## src/rtl/core/bcat_pkg.sv

```systemverilog
// Shared types and constants for the block chain allocation table.
// Holds the request/result item structs and the controller/datapath command and status structs.
// Depends on nothing.
`default_nettype none

package bcat_pkg;

	localparam int ENTRIES_DEF = 2048;

	localparam logic [15:0] CHAIN_END = 16'hFFFF;

	// Request codes.
	localparam logic [1:0] REQ_ALLOC = 2'd0;
	localparam logic [1:0] REQ_FREE  = 2'd1;
	localparam logic [1:0] REQ_READ  = 2'd2;

	typedef struct packed {
		logic [1:0]  req_type;
		logic [10:0] block_count;
		logic [10:0] entry_index;
	} bcat_req_t;

	typedef struct packed {
		logic        status;
		logic [15:0] value;
	} bcat_rsp_t;

	// Which result the datapath builds for the current item.
	typedef enum logic [2:0] {
		RK_ZERO,
		RK_END,
		RK_FAIL,
		RK_HEAD,
		RK_LINK
	} bcat_res_t;

	typedef struct packed {
		logic      load;
		logic      clear;
		logic      scan_init;
		logic      scan;
		logic      link;
		logic      term;
		logic      free_start;
		logic      free_step;
		logic      read_issue;
		logic      res_load;
		bcat_res_t res_kind;
		logic      out_load;
	} bcat_cmd_t;

	typedef struct packed {
		logic [1:0] req_type;
		logic       count_zero;
		logic       clr_last;
		logic       scan_done;
		logic       scan_exh;
		logic       idx_ok;
		logic       walk_go;
	} bcat_sts_t;

endpackage

`default_nettype wire

```

## src/rtl/core/bcat_ctrl.sv

```systemverilog
// Controller state machine of the allocation table: sequences clear, allocate, free and read.
// Depends on bcat_pkg; drives bcat_datapath through bcat_cmd_t and reads bcat_sts_t.
`default_nettype none

module bcat_ctrl (
	input  wire logic                clk,
	input  wire logic                arst_n,
	input  wire logic                req_valid,
	output logic                     req_stall,
	output logic                     rsp_valid,
	input  wire logic                rsp_stall,
	input  wire bcat_pkg::bcat_sts_t sts,
	output bcat_pkg::bcat_cmd_t      cmd
);

	import bcat_pkg::*;

	typedef enum logic [3:0] {
		ST_CLEAR,
		ST_IDLE,
		ST_DISPATCH,
		ST_SCAN_CNT,
		ST_LINK_INIT,
		ST_SCAN_LINK,
		ST_TERM,
		ST_FREE_WALK,
		ST_READ_WAIT,
		ST_RESP
	} state_t;

	state_t state_q;
	state_t state_n;
	logic   out_valid_q;
	logic   slot_free;

	assign slot_free = !out_valid_q || !rsp_stall;
	assign req_stall = (state_q != ST_IDLE);
	assign rsp_valid = out_valid_q;

	always_comb begin
		cmd     = '0;
		state_n = state_q;
		unique case (state_q)
			ST_CLEAR: begin
				cmd.clear = 1'b1;
				if (sts.clr_last) begin
					state_n = ST_IDLE;
				end
			end
			ST_IDLE: begin
				if (req_valid) begin
					cmd.load = 1'b1;
					state_n  = ST_DISPATCH;
				end
			end
			ST_DISPATCH: begin
				unique case (sts.req_type)
					REQ_ALLOC: begin
						if (sts.count_zero) begin
							cmd.res_load = 1'b1;
							cmd.res_kind = RK_END;
							state_n      = ST_RESP;
						end else begin
							cmd.scan_init = 1'b1;
							state_n       = ST_SCAN_CNT;
						end
					end
					REQ_FREE: begin
						cmd.free_start = 1'b1;
						if (sts.idx_ok) begin
							state_n = ST_FREE_WALK;
						end else begin
							cmd.res_load = 1'b1;
							cmd.res_kind = RK_ZERO;
							state_n      = ST_RESP;
						end
					end
					REQ_READ: begin
						cmd.read_issue = 1'b1;
						state_n        = ST_READ_WAIT;
					end
					default: begin
						cmd.res_load = 1'b1;
						cmd.res_kind = RK_ZERO;
						state_n      = ST_RESP;
					end
				endcase
			end
			ST_SCAN_CNT: begin
				cmd.scan = 1'b1;
				if (sts.scan_done) begin
					state_n = ST_LINK_INIT;
				end else if (sts.scan_exh) begin
					cmd.res_load = 1'b1;
					cmd.res_kind = RK_FAIL;
					state_n      = ST_RESP;
				end
			end
			ST_LINK_INIT: begin
				cmd.scan_init = 1'b1;
				state_n       = ST_SCAN_LINK;
			end
			ST_SCAN_LINK: begin
				cmd.scan = 1'b1;
				cmd.link = 1'b1;
				if (sts.scan_done) begin
					state_n = ST_TERM;
				end
			end
			ST_TERM: begin
				cmd.term     = 1'b1;
				cmd.res_load = 1'b1;
				cmd.res_kind = RK_HEAD;
				state_n      = ST_RESP;
			end
			ST_FREE_WALK: begin
				cmd.free_step = 1'b1;
				if (!sts.walk_go) begin
					cmd.res_load = 1'b1;
					cmd.res_kind = RK_ZERO;
					state_n      = ST_RESP;
				end
			end
			ST_READ_WAIT: begin
				cmd.res_load = 1'b1;
				cmd.res_kind = RK_LINK;
				state_n      = ST_RESP;
			end
			ST_RESP: begin
				if (slot_free) begin
					cmd.out_load = 1'b1;
					state_n      = ST_IDLE;
				end
			end
			default: state_n = ST_IDLE;
		endcase
	end

	always_ff @(posedge clk or negedge arst_n) begin
		if (!arst_n) begin
			state_q     <= ST_CLEAR;
			out_valid_q <= 1'b0;
		end else begin
			state_q <= state_n;
			if (cmd.out_load) begin
				out_valid_q <= 1'b1;
			end else if (!rsp_stall) begin
				out_valid_q <= 1'b0;
			end
		end
	end

endmodule

`default_nettype wire

```

## config.mk

```make
export PLATFORM = sky130hd
export DESIGN_NAME = bcat_ctrl
export DESIGN_NICKNAME = d
export VERILOG_FILES = /design/src/rtl/core/bcat_pkg.sv /design/src/rtl/core/bcat_ctrl.sv
export SDC_FILE = /design/constraint.sdc
export NUM_CORES = 1
export LEC_CHECK = 0
export BUFFER_PORTS_ARGS = -buffer_cell sky130_fd_sc_hd__buf_2
export CAP_MARGIN = 20
export CORE_MARGIN = 8
export CORE_UTILIZATION = 40
export DETAILED_ROUTE_END_ITERATION = 16
export PLACE_DENSITY = 0.73
export SYNTH_ARGS = -nofsm -noshare
export SYNTH_HDL_FRONTEND = slang
export SYNTH_SLANG_ARGS = --single-unit
```

## constraint.sdc

```tcl
create_clock -name clk -period 1.7 [get_ports clk]
set_input_delay 0.34 -clock clk [delete_from_list [all_inputs] [get_ports clk]]
set_output_delay 0.34 -clock clk [all_outputs]
set_load 0.005 [all_outputs]
```

# Yosys cells after proc, flatten, opt, wreduce, memory -nomap -nowiden
# Index checks and enable logic that the tools add are counted.
totals:
  reg_bits: 5
  inputBits: 12
  out_inout_bits: 16
  word_cells: 65
classes:
  eq_ne: 19
  mux: 36
  n_reduce_logical: 8
ops:
  columns: ["operator", "n"]
  rows:
  - ["2-to-1 mux 4 bit", 14]
  - ["one-hot mux 4 bit (9 select lines)", 1]
  - ["one-hot mux 4 bit (3 select lines)", 2]
  - ["one-hot mux 4 bit (5 select lines)", 1]
  - ["2-to-1 mux 1 bit", 17]
  - ["== test 4 x 3 -> 1 bit, second input constant", 4]
  - ["inequality test 2 bit, second input constant", 5]
  - ["== test 4 x 2 -> 1 bit, second input constant", 2]
  - ["== test 4 bit, second input constant", 2]
  - ["AND reduction 6 bit", 1]
  - ["== test 4 x 1 -> 1 bit, second input constant", 1]
  - ["zero test 4 bit", 1]
  - ["inequality test 4 x 1 -> 1 bit, second input constant", 1]
  - ["OR reduction 2 bit", 2]
  - ["inequality test 3 bit, second input constant", 1]
  - ["== test 2 x 1 -> 1 bit, second input constant", 1]
  - ["== test 2 bit, second input constant", 1]
  - ["zero test 1 bit", 2]
  - ["zero test 2 bit", 1]
  - ["inequality test 2 x 1 -> 1 bit, second input constant", 1]
  - ["one-hot mux 1 bit (2 select lines)", 1]
  - ["logical OR 1 bit", 1]

# Longest topological paths before layout
logic_depth:
  depth_word: 5
  depth_mapped: 6
  depth_no_buf: 4

# Worst setup path before layout
# Ideal clock, no wire load.
synth_timing:
  path_kind: "register -> output"
  from: "register state_q[2]"
  to: "output cmd[4] (netlist name)"
  arrival_time_ns: 1.377
  t_required_ns: 1.360
  path_slack_ns: -0.017
  path_stages_with_launch: 6
  n_path_buf: 2
  cell_sequence: "dfrtp_1 > buf_6 > buf_2 > a21oi_1 > nor2_1 > or4_1"
synth_rtl:
  columns: ["item", "line", "rtl"]
  rows:
  - ["from (decl)", "bcat_ctrl.sv:31", "state_t state_q;"]
  - ["from (signal assigned)", "bcat_ctrl.sv:144", "state_q <= state_n;"]
  - ["to (decl)", "bcat_ctrl.sv:13", "output bcat_pkg::bcat_cmd_t cmd"]

==> results.py <==
metrics = {
    "floorplanning": {
        "core_area_um2": 1450,
        "die_area_um2": 2980,
        "die_w_um": 54.6,
        "pin_count": 28,
        "start_util": 0.410,
        "die_h_um": 54.6,
        "rows": 14,
    },
    "sta": {
        "tightest_slew_ns": 0.362,
        "post-route-min-period_ns": 1.95,
        "drv_slew": 0,
        "fin_crit_sh": 1.15,
        "slew_headroom": 0.756,
        "setup_ws_ns": -0.250,
        "whs_ns": 0.373,
        "finClkSkew_ns": 0.00310,
        "finalHoldViolCount": 0,
        "fmax_mhz": 513,
        "setup_violations": 15,
        "rsz0062_at_grt": "true",
    },
    "finish": {
        "fin_area_um2": 1140,
        "drive_gt1_frac": 0.636,
        "diodes": 0,
        "fin_util": 0.786,
        "final_cells": 156,
        "fill_cells": 99,
        "syn2layout_area_growth_pct": 91.8,
        "final_nets": 153,
    },
    "global_route": {
        "antenna_found_initial": 0,
        "grt.total_usage": 0.140,
        "grt_util_met1": 0.163,
        "grt_pass1_vias": 803,
        "grt.busiest_layer": "met2",
        "grt_overflow": 0,
        "grtUsageMet2": 0.260,
        "grt_max_degree": 11,
        "grt_util_met3": 0.0190,
        "grt_pass1_wl_um": 3310,
    },
    "place": {
        "routabilityCongestion": 0.773,
        "placed_cell_area_um2": 870,
        "hpwl_um": 1560,
        "dp.cells": 140,
        "port_buffers": 27,
    },
    "detailed_routing": {
        "vias": 881,
        "drc": 0,
        "detail_route.wl_per_cell_um": 15.8,
        "firstDrtPassIters": 4,
        "ant_nets": 0,
        "via_per_inst": 5.65,
        "wl_um": 2460,
        "drt_iter0_drc": 9,
    },
    "synthesis": {
        "synth_cell_types": 38,
        "synth_mux_area_frac": 0.0420,
        "synthAdderAreaFrac": 0,
        "synth-async-reset-ratio": 1.00,
        "synth_area_leader_cell": "dfrtp_1",
        "yosysMostFrequentCell": "nor2_1",
        "synth_seq_cells": 5,
        "netlist.area_leader.share": 0.210,
        "synthTopCellsByArea": "dfrtp_1 21%, nor2_1 6.9%, nand2_1 5.7%",
        "yosysWarnings": 0,
        "yosys-top-cells-count": "11 x nor2_1, 9 x nand2_1, 5 x dfrtp_1, 5 x inv_1",
        "yosys.area_share.xor_xnor": 0,
        "synth_edf_count": 0,
        "syn_inst": 82,
        "ys_seq_area_frac": 0.210,
        "avgSynthCellArea_um2": 7.26,
        "synth_fp_nets": 94,
        "synth_top_family_by_area": "simple AND/OR/NAND/NOR gates",
        "synth_compound_area_frac": 0.233,
        "synth_area_um2": 596,
        "synth_ff_type": "dfrtp_1",
        "synth-simple-area-share": 0.431,
    },
    "setup_path": {
        "crit_start": "state_q[2]",
        "cp_max_fo": 8,
        "slowest_delay_ns": 0.47,
        "crit_arrival_ns": 1.61,
        "endpoint": "cmd[4]",
        "crit_chain": "buf_4 > a21oi_4 > nor2_2 > or4_1 > buf_2",
        "r2r_end": "state_q[3]",
        "r2r_slack_ns": -0.17,
        "reg2reg_depth": 7,
        "crit_required_ns": 1.36,
        "criticalPathCategory": "reg2out",
        "cp_slowest_cell": "dfrtp_2",
        "cp_num_buf_inv": 2,
        "start_kind": "register",
        "reg2reg_from": "state_q[2]",
        "endpoint_kind": "primary output",
        "crit_family": "flip-flops",
        "cp.depth": 5,
    },
    "cts": {
        "clock_latency_ns": 0.24,
        "path_clk_slew_ns": 0.04,
        "root_buffer": "clkbuf_4",
        "clkSinkCount": 5,
        "cts_buffers": 3,
        "clock_path_buffers": 2,
        "htreeDepth": 1,
        "cts_tree": "done",
    },
    "worst_hold_path": {
        "hold_path_class": "in2reg",
    },
    "status": {
        "status": "finished with violations",
        "violations": "negative setup slack",
    },
    "power_and_ir_drop": {
        "power_mw": 1.59,
        "leakagePower_nw": 0.552,
        "ir_drop_v": 0.000779,
        "power.density_nw_per_um2": 1400,
    },
    "job": {
        "maxCapViolCount": 0,
    },
}
[through the flow]
step	setup WS (ns)	TNS, ns
detailed placement	-0.0823	-0.181
floorplan	0.0104	0
CTS	-0.227	-1.27
finish	-0.250	-2.04
global route	-0.298	-3.03
global placement	-0.0488	-0.0640
[how the worst min path moves through the flow]
| stage | start | to | slack [ns] | depth (start not counted) |
|---|---|---|---|---|
| 2_1_floorplan | arst_n | rsp_valid | 0.04 | 0 |
| 3_3_place_gp | arst_n | rsp_valid | 0.15 | 1 |
| 3_5_place_dp | arst_n | rsp_valid | 0.16 | 1 |
| 4_1_cts | rsp_stall | rsp_valid | 0.36 | 3 |
| 5_1_grt | sts[4] | state_q[0] | 0.37 | 3 |
| 6_report | sts[4] | state_q[0] | 0.37 | 3 |
[layout by cell type, fill, tap and decap left out, types with 3 or more instances in the layout]
cell      count
buf_4        27
nor2b_1       3
buf_2        27
buf_6         4
dfrtp_2       4
nand2_1       8
clkbuf_4      3
nor2_1       10
o21ai_0       3
or3_1         3
inv_1         3
[layout make-up]
| class | count | area (um2) | area share |
|---|---|---|---|
| Multi-Input combinational cell | 67 | 554 | 0.485 |
| Timing Repair Buffer | 59 | 393 | 0.344 |
| Sequential cell | 5 | 130 | 0.114 |
| Clock buffer | 4 | 26.3 | 0.0230 |
| Tap cell | 16 | 20.0 | 0.0175 |
| Inverter | 5 | 18.8 | 0.0164 |
[routing by layer]
metal  part of all wire  wire, um  vias up
li1                   -         -      415
met1               0.41      1010      437
met2               0.55      1360       25
met3              0.027        67        4
met4             0.0085        21        0
met5                  0         0        -
[power by group]
part           internal (mW)  leakage (nW)  switching [mW]  total [mW]
Combinational          0.659         0.478           0.528        1.19
Sequential             0.172        0.0592          0.0995       0.272
Clock                 0.0886        0.0150          0.0472       0.136
Total                  0.920         0.552           0.674        1.59
[registers in the layout, indices dropped and copies added (netlist names)]
register	count
rsp_valid	1
state_q	4
[kinds of logic after synthesis]
family                 after synthesis
multiplexers                         2
flip-flops                           5
AND/OR/NAND/NOR                     46
AO/OA/AOI/OAI                       19
buffers and inverters               10
[worst reg2reg max path, cell delays in order (launching register included)]
cell and delay [ns]:
dfrtp_2 0.47, buf_6 0.15, buf_6 0.11, or3_4 0.33
a211oi_4 0.32, a2111oi_4 0.07, buf_4 0.16, a21o_1 0.15
[timing repair]
action,in CTS,in global routing
resized for setup,8,24
hold buffers,1,0
pin swaps,2,8
setup endpoints to repair,18,19
buffers inserted,3,9
cloned,0,0
hold endpoints to repair,5,0
Note: power is estimated with default switching activity, not from simulation.
